<file path="config.mk">
export PLATFORM = sky130hd
export DESIGN_NAME = sd_spi_init_sequencer_top
export DESIGN_NICKNAME = d
export VERILOG_FILES = /design/src/design/sdi_pkg.sv /design/src/design/sdi_cfg_regs.sv /design/src/design/sdi_seq_core.sv /design/src/design/sdi_out_reg.sv /design/src/design/sd_spi_init_sequencer_top.sv
export SDC_FILE = /design/constraint.sdc
export NUM_CORES = 1
export LEC_CHECK = 0
export ABC_CLOCK_PERIOD_IN_PS = 3600
export BUFFER_PORTS_ARGS = -buffer_cell sky130_fd_sc_hd__buf_2
export CELL_PAD_IN_SITES_DETAIL_PLACEMENT = 1
export CELL_PAD_IN_SITES_GLOBAL_PLACEMENT = 1
export CORE_ASPECT_RATIO = 1.75
export CORE_MARGIN = 2
export CORE_UTILIZATION = 45
export DETAILED_ROUTE_END_ITERATION = 7
export PLACE_DENSITY = 0.83
export SYNTH_ARGS = -nofsm -noshare
export SYNTH_HDL_FRONTEND = slang
export SYNTH_SLANG_ARGS = --single-unit
</file>
<file path="constraint.sdc">
create_clock -name clk_i -period 3.6 [get_ports clk_i]
set_input_delay 0.36 -clock clk_i [delete_from_list [all_inputs] [get_ports clk_i]]
set_output_delay 0.36 -clock clk_i [all_outputs]
set_load 0.02 [all_outputs]
</file>
<file path="src/design/sdi_pkg.sv">
package sdi_pkg;

  typedef enum logic [2:0] {
    PH_IDLE    = 3'd0,
    PH_PRE     = 3'd1,
    PH_DESEL   = 3'd2,
    PH_READY   = 3'd3,
    PH_SELFAIL = 3'd4,
    PH_FRAME   = 3'd5,
    PH_RESP    = 3'd6,
    PH_OCR     = 3'd7
  } phase_e;

  typedef enum logic [2:0] {
    CFG_RESET_TRIES    = 3'd0,
    CFG_OP_COND_TRIES  = 3'd1,
    CFG_READY_POLLS    = 3'd2,
    CFG_RESPONSE_POLLS = 3'd3,
    CFG_BLOCK_LENGTH   = 3'd4
  } cfg_idx_e;

  localparam logic [5:0]  CMD_GO_IDLE  = 6'd0;
  localparam logic [5:0]  CMD_SEND_OP  = 6'd1;
  localparam logic [5:0]  CMD_IF_COND  = 6'd8;
  localparam logic [5:0]  CMD_BLOCKLEN = 6'd16;
  localparam logic [5:0]  CMD_APP_OP   = 6'd41;
  localparam logic [5:0]  CMD_APP      = 6'd55;
  localparam logic [5:0]  CMD_READ_OCR = 6'd58;
  localparam logic [31:0] ARG_IF_COND  = 32'h0000_01AA;
  localparam logic [31:0] HCS_BIT      = 32'h4000_0000;
  localparam logic [15:0] IDLE_BYTES   = 16'd10;
  localparam logic [2:0]  KIND_NONE    = 3'd0;
  localparam logic [2:0]  KIND_MMC     = 3'd1;
  localparam logic [2:0]  KIND_SD1     = 3'd2;
  localparam logic [2:0]  KIND_SD2     = 3'd3;
  localparam logic [2:0]  KIND_SD2HC   = 3'd4;

  typedef struct packed {
    logic       begin_req;
    logic [7:0] rx_byte;
  } in_t;

  typedef struct packed {
    logic [7:0] tx_byte;
    logic       select_low;
    logic       busy_res;
    logic       done_res;
    logic [2:0] card_kind;
    logic       failed;
    logic       fast_clock;
  } out_t;

  typedef struct packed {
    logic [7:0]  reset_tries;
    logic [15:0] op_cond_tries;
    logic [15:0] ready_polls;
    logic [7:0]  response_polls;
    logic [12:0] block_length;
  } cfg_t;

  function automatic logic [7:0] frame_byte(logic [2:0] k, logic app,
                                            logic [5:0] idx, logic [31:0] arg);
    logic [5:0]  cmd;
    logic [31:0] a;
    logic [7:0]  r;
    cmd = app ? CMD_APP : idx;
    a   = app ? 32'd0 : arg;
    unique case (k)
      3'd0: r = {2'b01, cmd};
      3'd1: r = a[31:24];
      3'd2: r = a[23:16];
      3'd3: r = a[15:8];
      3'd4: r = a[7:0];
      default: begin
        if (cmd == CMD_GO_IDLE) r = 8'h95;
        else if (cmd == CMD_IF_COND) r = 8'h87;
        else r = 8'h01;
      end
    endcase
    return r;
  endfunction

endpackage

</file>
<file path="src/design/sdi_cfg_regs.sv">
module sdi_cfg_regs (
  input  logic              clk_i,
  input  logic              rst_ni,
  input  logic              cfg_we_i,
  input  logic [2:0]        cfg_idx_i,
  input  logic [15:0]       cfg_data_i,
  output sdi_pkg::cfg_t     cfg_o
);
  sdi_pkg::cfg_t cfg_q;

  always_ff @(posedge clk_i or negedge rst_ni) begin
    if (!rst_ni) begin
      cfg_q.reset_tries    <= 8'd21;
      cfg_q.op_cond_tries  <= 16'd1001;
      cfg_q.ready_polls    <= 16'd65535;
      cfg_q.response_polls <= 8'd11;
      cfg_q.block_length   <= 13'd512;
    end else if (cfg_we_i) begin
      unique case (sdi_pkg::cfg_idx_e'(cfg_idx_i))
        sdi_pkg::CFG_RESET_TRIES:    cfg_q.reset_tries    <= cfg_data_i[7:0];
        sdi_pkg::CFG_OP_COND_TRIES:  cfg_q.op_cond_tries  <= cfg_data_i;
        sdi_pkg::CFG_READY_POLLS:    cfg_q.ready_polls    <= cfg_data_i;
        sdi_pkg::CFG_RESPONSE_POLLS: cfg_q.response_polls <= cfg_data_i[7:0];
        sdi_pkg::CFG_BLOCK_LENGTH:   cfg_q.block_length   <= cfg_data_i[12:0];
        default: ;
      endcase
    end
  end

  assign cfg_o = cfg_q;
endmodule

</file>
<file path="src/design/sdi_seq_core.sv">
module sdi_seq_core (
  input  logic              clk_i,
  input  logic              rst_ni,
  input  logic              step_i,
  input  sdi_pkg::in_t      item_i,
  input  sdi_pkg::cfg_t     cfg_i,
  output sdi_pkg::out_t     res_o
);
  sdi_pkg::phase_e phase_q, phase_d;
  logic [5:0]  idx_q, idx_d;
  logic [31:0] arg_q, arg_d;
  logic [2:0]  fcnt_q, fcnt_d;
  logic [15:0] try_q, try_d, poll_q, poll_d;
  logic [7:0]  ocr0_q, ocr0_d, ocr2_q, ocr2_d;
  logic [2:0]  kind_q, kind_d;
  logic        app_q, app_d;
  logic [7:0]  tx, rx, res;
  logic        sel, ending, busy, do_reply, v2;

  always_comb begin
    phase_d = phase_q; idx_d = idx_q; arg_d = arg_q; fcnt_d = fcnt_q;
    try_d = try_q; poll_d = poll_q; ocr0_d = ocr0_q; ocr2_d = ocr2_q;
    kind_d = kind_q; app_d = app_q;
    tx = 8'hFF; sel = 1'b0; ending = 1'b0; do_reply = 1'b0;
    rx = item_i.rx_byte; res = rx; v2 = 1'b0;
    unique case (phase_q)
      sdi_pkg::PH_IDLE: begin
        if (item_i.begin_req) begin
          kind_d = sdi_pkg::KIND_NONE; poll_d = 16'd1; phase_d = sdi_pkg::PH_PRE;
        end
      end
      sdi_pkg::PH_PRE: begin
        if (poll_q < sdi_pkg::IDLE_BYTES) poll_d = poll_q + 16'd1;
        else begin
          try_d = 16'd1; idx_d = sdi_pkg::CMD_GO_IDLE; arg_d = '0; app_d = 1'b0;
          phase_d = sdi_pkg::PH_DESEL;
        end
      end
      sdi_pkg::PH_DESEL: begin
        poll_d = 16'd1; phase_d = sdi_pkg::PH_READY; sel = 1'b1;
      end
      sdi_pkg::PH_READY: begin
        sel = 1'b1;
        if (rx == 8'hFF) begin
          fcnt_d = 3'd0; phase_d = sdi_pkg::PH_FRAME;
          tx = sdi_pkg::frame_byte(3'd0, app_q, idx_q, arg_q);
        end else if (poll_q >= cfg_i.ready_polls) begin
          phase_d = sdi_pkg::PH_SELFAIL; sel = 1'b0;
        end else poll_d = poll_q + 16'd1;
      end
      sdi_pkg::PH_SELFAIL: begin
        do_reply = 1'b1; res = 8'hFF;
      end
      sdi_pkg::PH_FRAME: begin
        sel = 1'b1;
        if (fcnt_q < 3'd5) begin
          fcnt_d = fcnt_q + 3'd1;
          tx = sdi_pkg::frame_byte(fcnt_d, app_q, idx_q, arg_q);
        end else begin
          poll_d = 16'd1; phase_d = sdi_pkg::PH_RESP;
        end
      end
      sdi_pkg::PH_RESP: begin
        if (!rx[7] || poll_q >= {8'd0, cfg_i.response_polls}) do_reply = 1'b1;
        else begin
          poll_d = poll_q + 16'd1; sel = 1'b1;
        end
      end
      sdi_pkg::PH_OCR: begin
        sel = 1'b1;
        unique case (fcnt_q[1:0])
          2'd0: ocr0_d = rx;
          2'd2: ocr2_d = rx;
          default: ;
        endcase
        if (fcnt_q < 3'd3) fcnt_d = fcnt_q + 3'd1;
        else if (idx_q == sdi_pkg::CMD_IF_COND) begin
          if (ocr2_q == 8'h01 && rx == 8'hAA) begin
            try_d = 16'd1; idx_d = sdi_pkg::CMD_APP_OP; arg_d = sdi_pkg::HCS_BIT;
            app_d = 1'b1; phase_d = sdi_pkg::PH_DESEL; sel = 1'b0;
          end else begin
            phase_d = sdi_pkg::PH_IDLE; ending = 1'b1; sel = 1'b0;
          end
        end else begin
          kind_d = ocr0_q[6] ? sdi_pkg::KIND_SD2HC : sdi_pkg::KIND_SD2;
          phase_d = sdi_pkg::PH_IDLE; ending = 1'b1; sel = 1'b0;
        end
      end
      default: ;
    endcase

    // command reply handling; new command goes out through a deselect byte
    if (do_reply) begin
      sel = 1'b0;
      phase_d = sdi_pkg::PH_DESEL;
      if (app_q && res <= 8'd1) begin
        app_d = 1'b0;
      end else begin
        app_d = 1'b0;
        priority case (1'b1)
          idx_q == sdi_pkg::CMD_GO_IDLE: begin
            if (res == 8'd1) begin
              idx_d = sdi_pkg::CMD_IF_COND; arg_d = sdi_pkg::ARG_IF_COND;
            end else if (try_q >= {8'd0, cfg_i.reset_tries}) begin
              phase_d = sdi_pkg::PH_IDLE; ending = 1'b1;
            end else begin
              try_d = try_q + 16'd1; arg_d = '0;
            end
          end
          idx_q == sdi_pkg::CMD_IF_COND: begin
            if (res == 8'd1) begin
              fcnt_d = 3'd0; phase_d = sdi_pkg::PH_OCR; sel = 1'b1;
            end else begin
              idx_d = sdi_pkg::CMD_APP_OP; arg_d = '0; app_d = 1'b1;
            end
          end
          idx_q == sdi_pkg::CMD_APP_OP && !arg_q[30] && kind_q == sdi_pkg::KIND_NONE:
          begin
            try_d = 16'd1;
            if (res <= 8'd1) begin
              kind_d = sdi_pkg::KIND_SD1; app_d = 1'b1;
            end else begin
              kind_d = sdi_pkg::KIND_MMC; idx_d = sdi_pkg::CMD_SEND_OP; arg_d = '0;
            end
          end
          idx_q == sdi_pkg::CMD_APP_OP || idx_q == sdi_pkg::CMD_SEND_OP: begin
            v2 = (idx_q == sdi_pkg::CMD_APP_OP) && arg_q[30];
            if (res == 8'd0) begin
              idx_d = v2 ? sdi_pkg::CMD_READ_OCR : sdi_pkg::CMD_BLOCKLEN;
              arg_d = v2 ? 32'd0 : {19'd0, cfg_i.block_length};
            end else if (try_q >= cfg_i.op_cond_tries) begin
              kind_d = sdi_pkg::KIND_NONE; phase_d = sdi_pkg::PH_IDLE; ending = 1'b1;
            end else begin
              try_d = try_q + 16'd1;
              app_d = (idx_q == sdi_pkg::CMD_APP_OP);
            end
          end
          idx_q == sdi_pkg::CMD_READ_OCR: begin
            if (res == 8'd0) begin
              fcnt_d = 3'd0; phase_d = sdi_pkg::PH_OCR; sel = 1'b1;
            end else begin
              phase_d = sdi_pkg::PH_IDLE; ending = 1'b1;
            end
          end
          idx_q == sdi_pkg::CMD_BLOCKLEN: begin
            if (res != 8'd0) kind_d = sdi_pkg::KIND_NONE;
            phase_d = sdi_pkg::PH_IDLE; ending = 1'b1;
          end
          default: begin
            kind_d = sdi_pkg::KIND_NONE; phase_d = sdi_pkg::PH_IDLE; ending = 1'b1;
          end
        endcase
      end
    end
    busy = (phase_d != sdi_pkg::PH_IDLE);
  end

  always_ff @(posedge clk_i or negedge rst_ni) begin
    if (!rst_ni) begin
      phase_q <= sdi_pkg::PH_IDLE; idx_q <= '0; arg_q <= '0; fcnt_q <= '0;
      try_q <= '0; poll_q <= '0; ocr0_q <= '0; ocr2_q <= '0;
      kind_q <= '0; app_q <= 1'b0;
    end else if (step_i) begin
      phase_q <= phase_d; idx_q <= idx_d; arg_q <= arg_d; fcnt_q <= fcnt_d;
      try_q <= try_d; poll_q <= poll_d; ocr0_q <= ocr0_d; ocr2_q <= ocr2_d;
      kind_q <= kind_d; app_q <= app_d;
    end
  end

  always_comb begin
    res_o.tx_byte    = tx;
    res_o.select_low = sel;
    res_o.busy_res   = busy;
    res_o.done_res   = ending;
    res_o.card_kind  = kind_d;
    res_o.failed     = ending && (kind_d == sdi_pkg::KIND_NONE);
    res_o.fast_clock = !busy && (kind_d != sdi_pkg::KIND_NONE);
  end
endmodule

</file>
<file path="src/design/sdi_out_reg.sv">
module sdi_out_reg (
  input  logic           clk_i,
  input  logic           rst_ni,
  input  logic           load_i,
  input  sdi_pkg::out_t  res_i,
  input  logic           out_stall_i,
  output logic           full_o,
  output logic           out_valid_o,
  output sdi_pkg::out_t  out_data_o
);
  logic          valid_q;
  sdi_pkg::out_t data_q;

  assign full_o = valid_q && out_stall_i;

  always_ff @(posedge clk_i or negedge rst_ni) begin
    if (!rst_ni) valid_q <= 1'b0;
    else if (load_i) valid_q <= 1'b1;
    else if (!out_stall_i) valid_q <= 1'b0;
  end

  always_ff @(posedge clk_i) begin
    if (load_i) data_q <= res_i;
  end

  assign out_valid_o = valid_q;
  assign out_data_o  = data_q;
endmodule

</file>
<file path="src/design/sd_spi_init_sequencer_top.sv">
// Channel | direction | handshake             | payload
// input   | in        | in_valid_i/in_stall_o  | sdi_pkg::in_t
// output  | out       | out_valid_o/out_stall_i| sdi_pkg::out_t
// config  | in        | cfg_we_i               | cfg_idx_i, cfg_data_i
// One transaction per cycle while the output is not stalled; each accepted input gives one result in the next cycle.
// The sequencer state update and the output register form the only stage.
// Input stalls only while the output register holds a result that is stalled.
// Reset (async, active low) leaves the sequencer idle with default limits.
module sd_spi_init_sequencer_top (
  input  logic           clk_i,
  input  logic           rst_ni,
  input  logic           in_valid_i,
  output logic           in_stall_o,
  input  sdi_pkg::in_t   in_data_i,
  output logic           out_valid_o,
  input  logic           out_stall_i,
  output sdi_pkg::out_t  out_data_o,
  input  logic           cfg_we_i,
  input  logic [2:0]     cfg_idx_i,
  input  logic [15:0]    cfg_data_i
);
  sdi_pkg::cfg_t cfg;
  sdi_pkg::out_t res;
  logic          full, step;

  assign in_stall_o = full;
  assign step       = in_valid_i && !full;

  sdi_cfg_regs u_cfg (
    .clk_i, .rst_ni, .cfg_we_i, .cfg_idx_i, .cfg_data_i, .cfg_o(cfg)
  );

  sdi_seq_core u_core (
    .clk_i, .rst_ni, .step_i(step), .item_i(in_data_i), .cfg_i(cfg), .res_o(res)
  );

  sdi_out_reg u_out (
    .clk_i, .rst_ni, .load_i(step), .res_i(res), .out_stall_i,
    .full_o(full), .out_valid_o, .out_data_o
  );
endmodule

</file>
=== Word level (Yosys, flattened, before mapping) ===
Cells that the tools add are included.

* Bits in registers: 173
* Bits of input ports: 33
* Output and inout bits: 18
* Logic and storage cells: 275

* Add/subtract/negate cells: 3
* Order comparisons: 8
* Equality and inequality tests: 37
* Mux-type cells: 165
* Reduce and logical (&&, ||, !) cells: 39

{| class="wikitable"
|+ Operators with widths
! operator !! count
|-
| $mux W32 || 16
|-
| $mux W16 || 20
|-
| $mux W3 || 44
|-
| $mux W6 || 16
|-
| $pmux W16 S6 || 1
|-
| $pmux W32 S2 || 1
|-
| $mux W1 || 46
|-
| $mux W8 || 5
|-
| $pmux W8 S5 || 1
|-
| $add A16 B1 Y16 const B || 2
|-
| $ge A16 B16 Y1 || 2
|-
| $ge A16 B8 Y1 || 2
|-
| $pmux W16 S2 || 1
|-
| $eq A3 B2 Y1 const B || 6
|-
| $eq A3 B3 Y1 const B || 6
|-
| $pmux W3 S6 || 1
|-
| $eq A8 B1 Y1 const B || 2
|-
| $eq A8 B8 Y1 const B || 2
|-
| $lt A16 B4 Y1 const B || 1
|-
| $pmux W8 S2 || 1
|-
| $logic_not A3 Y1 || 5
|-
| $mux W13 || 1
|-
| $eq A6 B4 Y1 const B || 2
|-
| $eq A6 B6 Y1 const B || 2
|-
| 32 further kinds || 66
|}

=== Depth between registers and ports, before layout ===
Gate-level depths: netlist (run 1).

* Depth after elaboration: 15
* Depth in mapped cells: 12
* Gate-level depth less buffers: 10

=== Modules after synthesis ===
A second synthesis (run 1) with hierarchy kept.

* Cell total of the unflattened synthesis: 999
* Area total of the unflattened synthesis: 9959.6 µm²

{| class="wikitable"
|+ Modules (own cells, without submodules)
! module !! instances !! cells each !! area each (µm²) !! seq. area each (µm²)
|-
| sdi_seq_core || 1 || 847 || 6906.6 || 2227.1
|-
| sdi_cfg_regs || 1 || 132 || 2519.9 || 1564.0
|-
| sdi_out_reg || 1 || 19 || 519.2 || 505.5
|-
| sd_spi_init_sequencer_top || 1 || 1 || 13.8 || 0.0
|}

=== Worst setup path after synthesis (run 1) ===
No wires, ideal clock.

* Path kind: reg2reg
* Start point: reg u_core.poll_q[5]
* End point: reg u_core.try_q[1]
* Library setup time: 0.121 ns
* Data arrival time: 2.502 ns
* Required time: 3.479 ns
* Path slack: 0.977 ns
* Cell stages (with the launch flop): 11
* Path buffers: 2
* Clock period less this slack: 2.623 ns
* Path through: dfrtp_1 ha_1 a211oi_1 nor2_1 or4_4 o21ai_4 nor2_1 and3_1 buf_2 buf_4 a22o_1

* Longest elaborated chain between the ends: 11
* Elaborated cells on any way between the ends: 17

{| class="wikitable"
|+ RTL lines
! what !! RTL line !! text
|-
| start, declared || sdi_seq_core.sv:13 || <nowiki>logic [15:0] try_q, try_d, poll_q, poll_d;</nowiki>
|-
| start signal, assigned || sdi_seq_core.sv:165 || <nowiki>try_q <= try_d; poll_q <= poll_d; ocr0_q <= ocr0_d; ocr2_q <= ocr2_d;</nowiki>
|-
| $lt A16 B4 Y1 || sdi_seq_core.sv:33 || <nowiki>if (poll_q < sdi_pkg::IDLE_BYTES) poll_d = poll_q + 16'd1;</nowiki>
|-
| $mux W16 || sdi_seq_core.sv:33 ||
|-
| $pmux W16 S2 || sdi_seq_core.sv:26 || <nowiki>unique case (phase_q)</nowiki>
|-
| $mux W16 || sdi_seq_core.sv:131 || <nowiki>end else if (try_q >= cfg_i.op_cond_tries) begin</nowiki>
|-
| $mux W16 || sdi_seq_core.sv:128 || <nowiki>if (res == 8'd0) begin</nowiki>
|-
| $mux W16 (4 in series) || sdi_seq_core.sv:100 || <nowiki>priority case (1'b1)</nowiki>
|-
| $mux W16 || sdi_seq_core.sv:96 || <nowiki>if (app_q && res <= 8'd1) begin</nowiki>
|-
| $mux W16 * || sdi_seq_core.sv:93 || <nowiki>if (do_reply) begin</nowiki>
|-
| end signal, assigned || sdi_seq_core.sv:165 ||
|-
| end, declared || sdi_seq_core.sv:13 ||
|}

Every way passes the cells marked *; elsewhere a longest branch is shown, timed or not.
A chain may end at the register's enable or synchronous reset.

=== Worst setup path after layout (run 1) ===
* Start point: reg u_core.poll_q[5]
* End point: reg u_core.try_q[13]

Same word-level chain as after synthesis.

==> qor.csv, run 1 <==
stage,metric,value,unit
grt,grt_start_max_net_pins,99,
critical_path,crit_path_cell_trace,"ha_1, a211oi_1, nor2_1, or4_4, o21ai_4, buf_4, o22ai_1, o31ai_4, buf_4, a21o_1, a22o_1",
timing,timing.final.crit_share,86.9,%
timing,hold_ws,0.00303,ns
logic_synthesis,synthTopCellsByArea,"dfrtp_1 (32%), dfstp_2 (8.3%), ha_1 (7.7%), nand2_1 (5.4%), o21ai_0 (5.4%)",
timing,fmax,320,MHz
placement,dp_hpwl,21.0,mm
die,row_count,70,
logic_synthesis,ys_types,83,
final_layout,design_area,0.0106,sq mm
logic_synthesis,synth_cells,999,
min_path,hp-class,input pin to asynchronous set/reset pin,
timing,fin_ws,0.472,ns
clocking,tritoncts,done,
logic_synthesis,syn_nets,1090,
routing,via_count,8083,
die,initial_utilization,45.5,%
power_and_ir_drop,finalPower,6.24,mW
critical_path,cp_slowest_cell,or4_4,
timing,slew_headroom,30.8,%
final_layout,layout_common_cells,"nand2_1 (136), dfrtp_1 (121), o21ai_0 (101), inv_1 (64), nor2_1 (60)",
final_layout,drive_above_1_share,18.1,%
final_layout,final_common_cell,nand2_1,
routing,ant_nets,0,
critical_path,path_buf_inv,2,
grt,overflow,0,
logic_synthesis,yosysSeqAreaShare,45.5,%
die,die_y,196,um
timing,rsz0062_at_grt,no,
logic_synthesis,yosys_most_used_dff,dfrtp_1,
routing,totalWireLength,28.7,mm
grt,grt_pass1_wl,45.9,mm
placement,portBuffers,50,
outcome,outcome,completed,
power_and_ir_drop,power.density,591,mW/mm^2
final_layout,seqCellArea,0.00430,sq mm
clocking,cts_resized,0,
final_layout,antenna_cells,0,
clocking,clock_sinks,167,
critical_path,crit_top_cell,buf_4,
clocking,hold_buffers,0,
routing,drt_iter0_markers,399,
clocking,clk-insertion-delay-late,0.45,ns
critical_path,arrival,3.50,ns
placement,dp_slack,0.516,ns
die,die_x,113,um
clocking,cts_root_buf,clkbuf_16,
die,die_area,0.0222,sq mm
routing,via_per_inst,6.16,
placement,place.gp.congestion,0.904,
clocking,cts.reportedPaths.clkPinSlew,0.08,ns
timing,slew_viol_final,0,
routing,dr.pass1.iters,5,
job,maxCapViolCount,0,
timing,timing.setup.tns,0,ns
clocking,clockBufferDepth,2,
die,coreArea,0.0208,sq mm
critical_path,worstSetupEndpointType,flop,
final_layout,syn_to_final_growth,11.7,%
critical_path,required,3.97,ns
critical_path,crit_path_max_incr_delay,0.55,ns
power_and_ir_drop,vdd_drop_max,0.000238,V
grt,antenna_found_initial,0,
logic_synthesis,ys_seq_elements,167,
routing,route.detailed.drc,0,
grt,grt_usage,26.7,%
critical_path,worstSetupPathType,flop to flop,
logic_synthesis,synth_warnings,0,
placement,dpl_cell_area,0.0100,sq mm
clocking,htreeDepth,4,
logic_synthesis,netlist_area,0.00944,sq mm
critical_path,crit_fanout,12,
critical_path,critPathLaunchType,flop,
clocking,cts_made_buffers,17,
logic_synthesis,avgSynthCellArea,9.45,sq um
logic_synthesis,synth-edff-count,16,
timing,fin_worst_skew,0.0156,ns
final_layout,num-fill-cells,2401,
timing,tightest_slew,1.04,ns
logic_synthesis,async_flop_share,90.4,%
final_layout,fin_nets,1139,
critical_path,crit_family,compound AO/OA/AOI/OAI gates,
timing,fin_crit,3.13,ns
logic_synthesis,synth_top_area_share,32.1,%
timing,setup_viol,0,
clocking,post_cts_buffers,0,
grt,grt_pass1_vias,8646,
die,ios,51,
logic_synthesis,synth_largest_area_cell,dfrtp_1,
timing,hold_violations,0,
routing,wl_per_cell,21.9,um
power_and_ir_drop,leakage,4.66,nW
final_layout,multi_input_area,0.00473,sq mm
[sequential cells by signal, indices dropped and copies added (netlist names)]
signal,flops
u_core.kind_q,3
u_core.app_q,1
u_core.ocr2_q,8
u_core.arg_q,32
u_core.poll_q,16
u_out.out_data_o,16
u_core.fcnt_q,3
u_out.out_valid_o,1
u_core.ocr0_q,1
u_core.try_q,16
u_core.phase_q,3
u_cfg.cfg_o,61
u_core.idx_q,6
[where the power goes]
part	internal (mW)	total (mW)	switching, mW	leakage, nW
Sequential	2.27	2.49	0.227	2.04
Combinational	0.692	1.95	1.26	2.34
Clock	0.963	1.79	0.830	0.271
Total	3.92	6.24	2.32	4.66
[cell families after synthesis]
| kind of cell | after synthesis | synth area share (%) |
|---|---|---|
| AO/OA/AOI/OAI | 277 | 18.8 |
| multiplexers | 44 | 5.10 |
| XOR/XNOR | 3 | 0.278 |
| buffers and inverters | 103 | 4.43 |
| adder cells (fa/ha/maj) | 58 | 7.69 |
| flip-flops | 167 | 45.5 |
| AND/OR/NAND/NOR | 347 | 18.2 |
[final timing paths]
path / start / to / slack (ns) / depth (start not counted)
min in group clk_i: in_valid_i / u_out.out_valid_o / 0.15 / 2
setup reg to reg: u_core.poll_q[5] / u_core.try_q[13] / 0.47 / 11
setup / recovery: u_core.poll_q[5] / u_core.try_q[13] / 0.47 / 11
hold / removal: rst_ni / u_core.poll_q[15] / 0.003 / 1
hold reg to reg: u_core.arg_q[15] / u_core.arg_q[15] / 0.49 / 1
max in group asynchronous: rst_ni / u_cfg.cfg_o[43] / 2.65 / 2
[cells in the mapped netlist (4+ instances only)]
master	count
a21oi_2	8
nor2_1	60
clkbuf_1	30
mux2i_1	11
nand4_1	16
nand2_1	136
dfstp_2	30
o211ai_1	9
o21ai_0	101
o22ai_1	8
nand2b_1	12
a21o_1	5
o21ai_1	17
a211oi_1	7
a211o_1	4
nand3_1	28
nor3_1	11
ha_1	58
o21a_1	7
a31oi_1	11
inv_1	64
mux2_2	33
and3_1	18
a22o_1	13
dfrtp_1	121
nor2b_1	11
a21oi_1	43
and2_1	23
a222oi_1	8
buf_2	4
o31ai_1	8
edfxtp_1	16
[per-layer routing]
| metal | GRT usage [%] | wire, um |
|---|---|---|
| met5 | 0 | 0 |
| met4 | 15.8 | 1730 |
| met3 | 3.45 | 694 |
| met2 | 49.3 | 15700 |
| met1 | 28.5 | 10600 |
[worst reg2reg max path, delay by kind of cell (launching register included)]
| kind | cells | cell delay (ns) |
|---|---|---|
| flip-flops | 1 | 0.47 |
| buffers and inverters | 2 | 0.47 |
| AO/OA/AOI/OAI | 6 | 1.12 |
| AND/OR/NAND/NOR | 2 | 0.67 |
| adder cells (fa/ha/maj) | 1 | 0.33 |
[cell type report]
type                       instances  share of cell area [%]
tap                              252                    2.99
multi-input combinational        729                    44.9
clock buffer                      19                    4.10
clock inverter                    13                    1.15
timing repair buffer              69                    3.90
sequential                       167                    40.7
inverter                          64                    2.28
[per-stage QoR]
step	utilization, %	std cells
after detailed placement	48.2	1281
after floorplan	-	999
after CTS	50.8	1313
after global routing	50.8	1313
final	50.8	1313
after global placement	48.2	1281
Power figures use the tool's default switching activity.
==> run 2, diff against run 1 <==
Settings changed: ABC_CLOCK_PERIOD_IN_PS 3600 to 3400, CORE_MARGIN 2 to 10.
Clock period 3.6 ns to 3.4 ns, I/O delays scaled along.
==> qor.csv, run 2 (same netlist as run 1, synthesis figures left out) <==
stage,metric,value,unit
routing,wl_met2,15.6,mm
clocking,clk-insertion-delay-late,0.45,ns
min_path,hp-class,input pin to flop,
final_layout,largest_register_ff_count,61,
critical_path,setup.worst_path.start,u_cfg.cfg_o[28],
routing,dr.pass1.iters,5,
final_layout,syn_to_final_growth,13.3,%
critical_path,worstSetupEndpointType,flop,
routing,via_per_inst,6.07,
outcome,outcome,completed,
grt,grt_pass1_vias,8554,
final_layout,layout_common_cells,"nand2_1 (136), dfrtp_1 (121), o21ai_0 (101), inv_1 (64), nor2_1 (59)",
placement,dp_hpwl,21.5,mm
final_layout,fin_nets,1148,
die,initial_utilization,45.5,%
power_and_ir_drop,vdd_drop_max,0.000363,V
grt,grt_start_max_net_pins,115,
job,maxCapViolCount,0,
clocking,clock_sinks,167,
critical_path,critPathLaunchType,flop,
timing,fin_worst_skew,0.00791,ns
timing,hold_violations,0,
critical_path,arrival,3.55,ns
final_layout,drive_above_1_share,19.1,%
final_layout,fin_cells,1322,
die,die_area,0.0274,sq mm
final_layout,num-fill-cells,2395,
critical_path,r2r_slack,0.22,ns
clocking,cts.reportedPaths.clkPinSlew,0.07,ns
timing,setup_viol,0,
die,ios,51,
routing,route.detailed.drc,0,
clocking,cts_root_buf,clkbuf_16,
critical_path,crit_fanout,10,
routing,wl_met1,10.7,mm
routing,via_count,8028,
final_layout,fin_util,51.5,%
grt,antenna_found_initial,0,
min_path,holdPathStages,2,
timing,slew_headroom,39.0,%
clocking,tritoncts,done,
grt,overflow,0,
timing,slew_viol_final,0,
power_and_ir_drop,finalPower,6.77,mW
routing,wl_met3,1.02,mm
placement,portBuffers,50,
routing,drt_iter0_markers,521,
die,row_count,70,
grt,grt_pass1_wl,46.2,mm
final_layout,antenna_cells,0,
placement,place.gp.congestion,0.949,
die,die_y,212,um
grt,grt_usage,21.7,%
critical_path,r2r_start,u_cfg.cfg_o[28],
timing,fin_crit,3.18,ns
timing,fmax,315,MHz
die,die_x,129,um
min_path,hold_end,u_out.out_valid_o,
routing,highest_layer,met4,
routing,ant_nets,0,
routing,totalWireLength,28.9,mm
clocking,cts_made_buffers,17,
power_and_ir_drop,leakage,4.74,nW
power_and_ir_drop,power.density,633,mW/mm^2
min_path,hold_start,in_valid_i,
timing,timing.setup.tns,0,ns
timing,timing.final.crit_share,93.4,%
clocking,htreeDepth,4,
final_layout,final_common_cell,nand2_1,
timing,tightest_slew,0.914,ns
critical_path,required,3.77,ns
critical_path,regToRegEndpoint,u_core.poll_q[12],
critical_path,worstRegToRegCells,10,
placement,dp.cells,1289,
die,coreArea,0.0208,sq mm
critical_path,worstSetupPathType,flop to flop,
clocking,clockBufferDepth,2,
routing,wl_per_cell,21.9,um
## run 2: cell count changes in the layout (fill, tap and decap cells not counted), moves of 2 or more
cell        change
clkinvlp_4      -2
inv_8           +2
clkbuf_1        -2
clkinv_2        -2
inv_6           +2
buf_4           +7
## run 2: critical path, stage by stage, from the launching register on
cell and delay (ns):
dfstp_2 0.51, inv_1 0.05, ha_1 0.31, a21o_1 0.19, a221oi_1 0.34, o211ai_1 0.19, a211oi_1 0.40, o221ai_2 0.30
nor2_2 0.45, nand4_1 0.17, o21ai_1 0.18
## run 2: how the worst max path moves through the flow
stage	to	slack, ns	cells past startpoint
after CTS	u_core.try_q[5]	0.09	11
after detailed placement	u_core.poll_q[12]	0.27	10
after global placement	u_core.poll_q[6]	0.34	10
after floorplan	u_core.try_q[1]	0.78	10
after global routing	u_core.try_q[5]	-0.002	11
final	u_core.poll_q[12]	0.22	10
## run 2: metrics by stage
step	cell area (sq um)	setup slack [ns]	hold slack (ns)
final	10700	0.225	0.0992
after global routing	10700	-0.00153	0.110
after CTS	10700	0.0926	0.0921
after detailed placement	10100	0.274	0.268
after global placement	10100	0.343	0.265
after floorplan	9440	0.777	0.0444
## run 2: area by class of cell
| class | count | area, sq um | share of cell area [%] |
|---|---|---|---|
| clock buffers | 17 | 425 | 3.98 |
| multi-input cells | 729 | 4740 | 44.3 |
| well taps | 252 | 315 | 2.95 |
| inverters | 64 | 240 | 2.25 |
| clock inverters | 15 | 185 | 1.73 |
| repair buffers | 78 | 494 | 4.62 |
| flip-flops and latches | 167 | 4300 | 40.2 |
## run 2: repair_timing
item                                    CTS  global route
endpoints found under the hold margin    33             0
endpoints found under the setup margin    0            14
resized for setup                         0             2
buffers inserted                          0             0
hold buffers                              1             0
## run 2: routing by layer
metal,vias to the layer above,GRT usage (%)
li1,3708,-
met1,4021,22.2
met2,213,39.7
met3,86,3.71
met4,0,13.3
met5,-,0
## run 2: report_power, final
group | switching (mW) | leakage [nW] | internal (mW)
Clock | 0.916 | 0.302 | 1.12
Sequential | 0.239 | 2.04 | 2.40
Combinational | 1.34 | 2.39 | 0.760
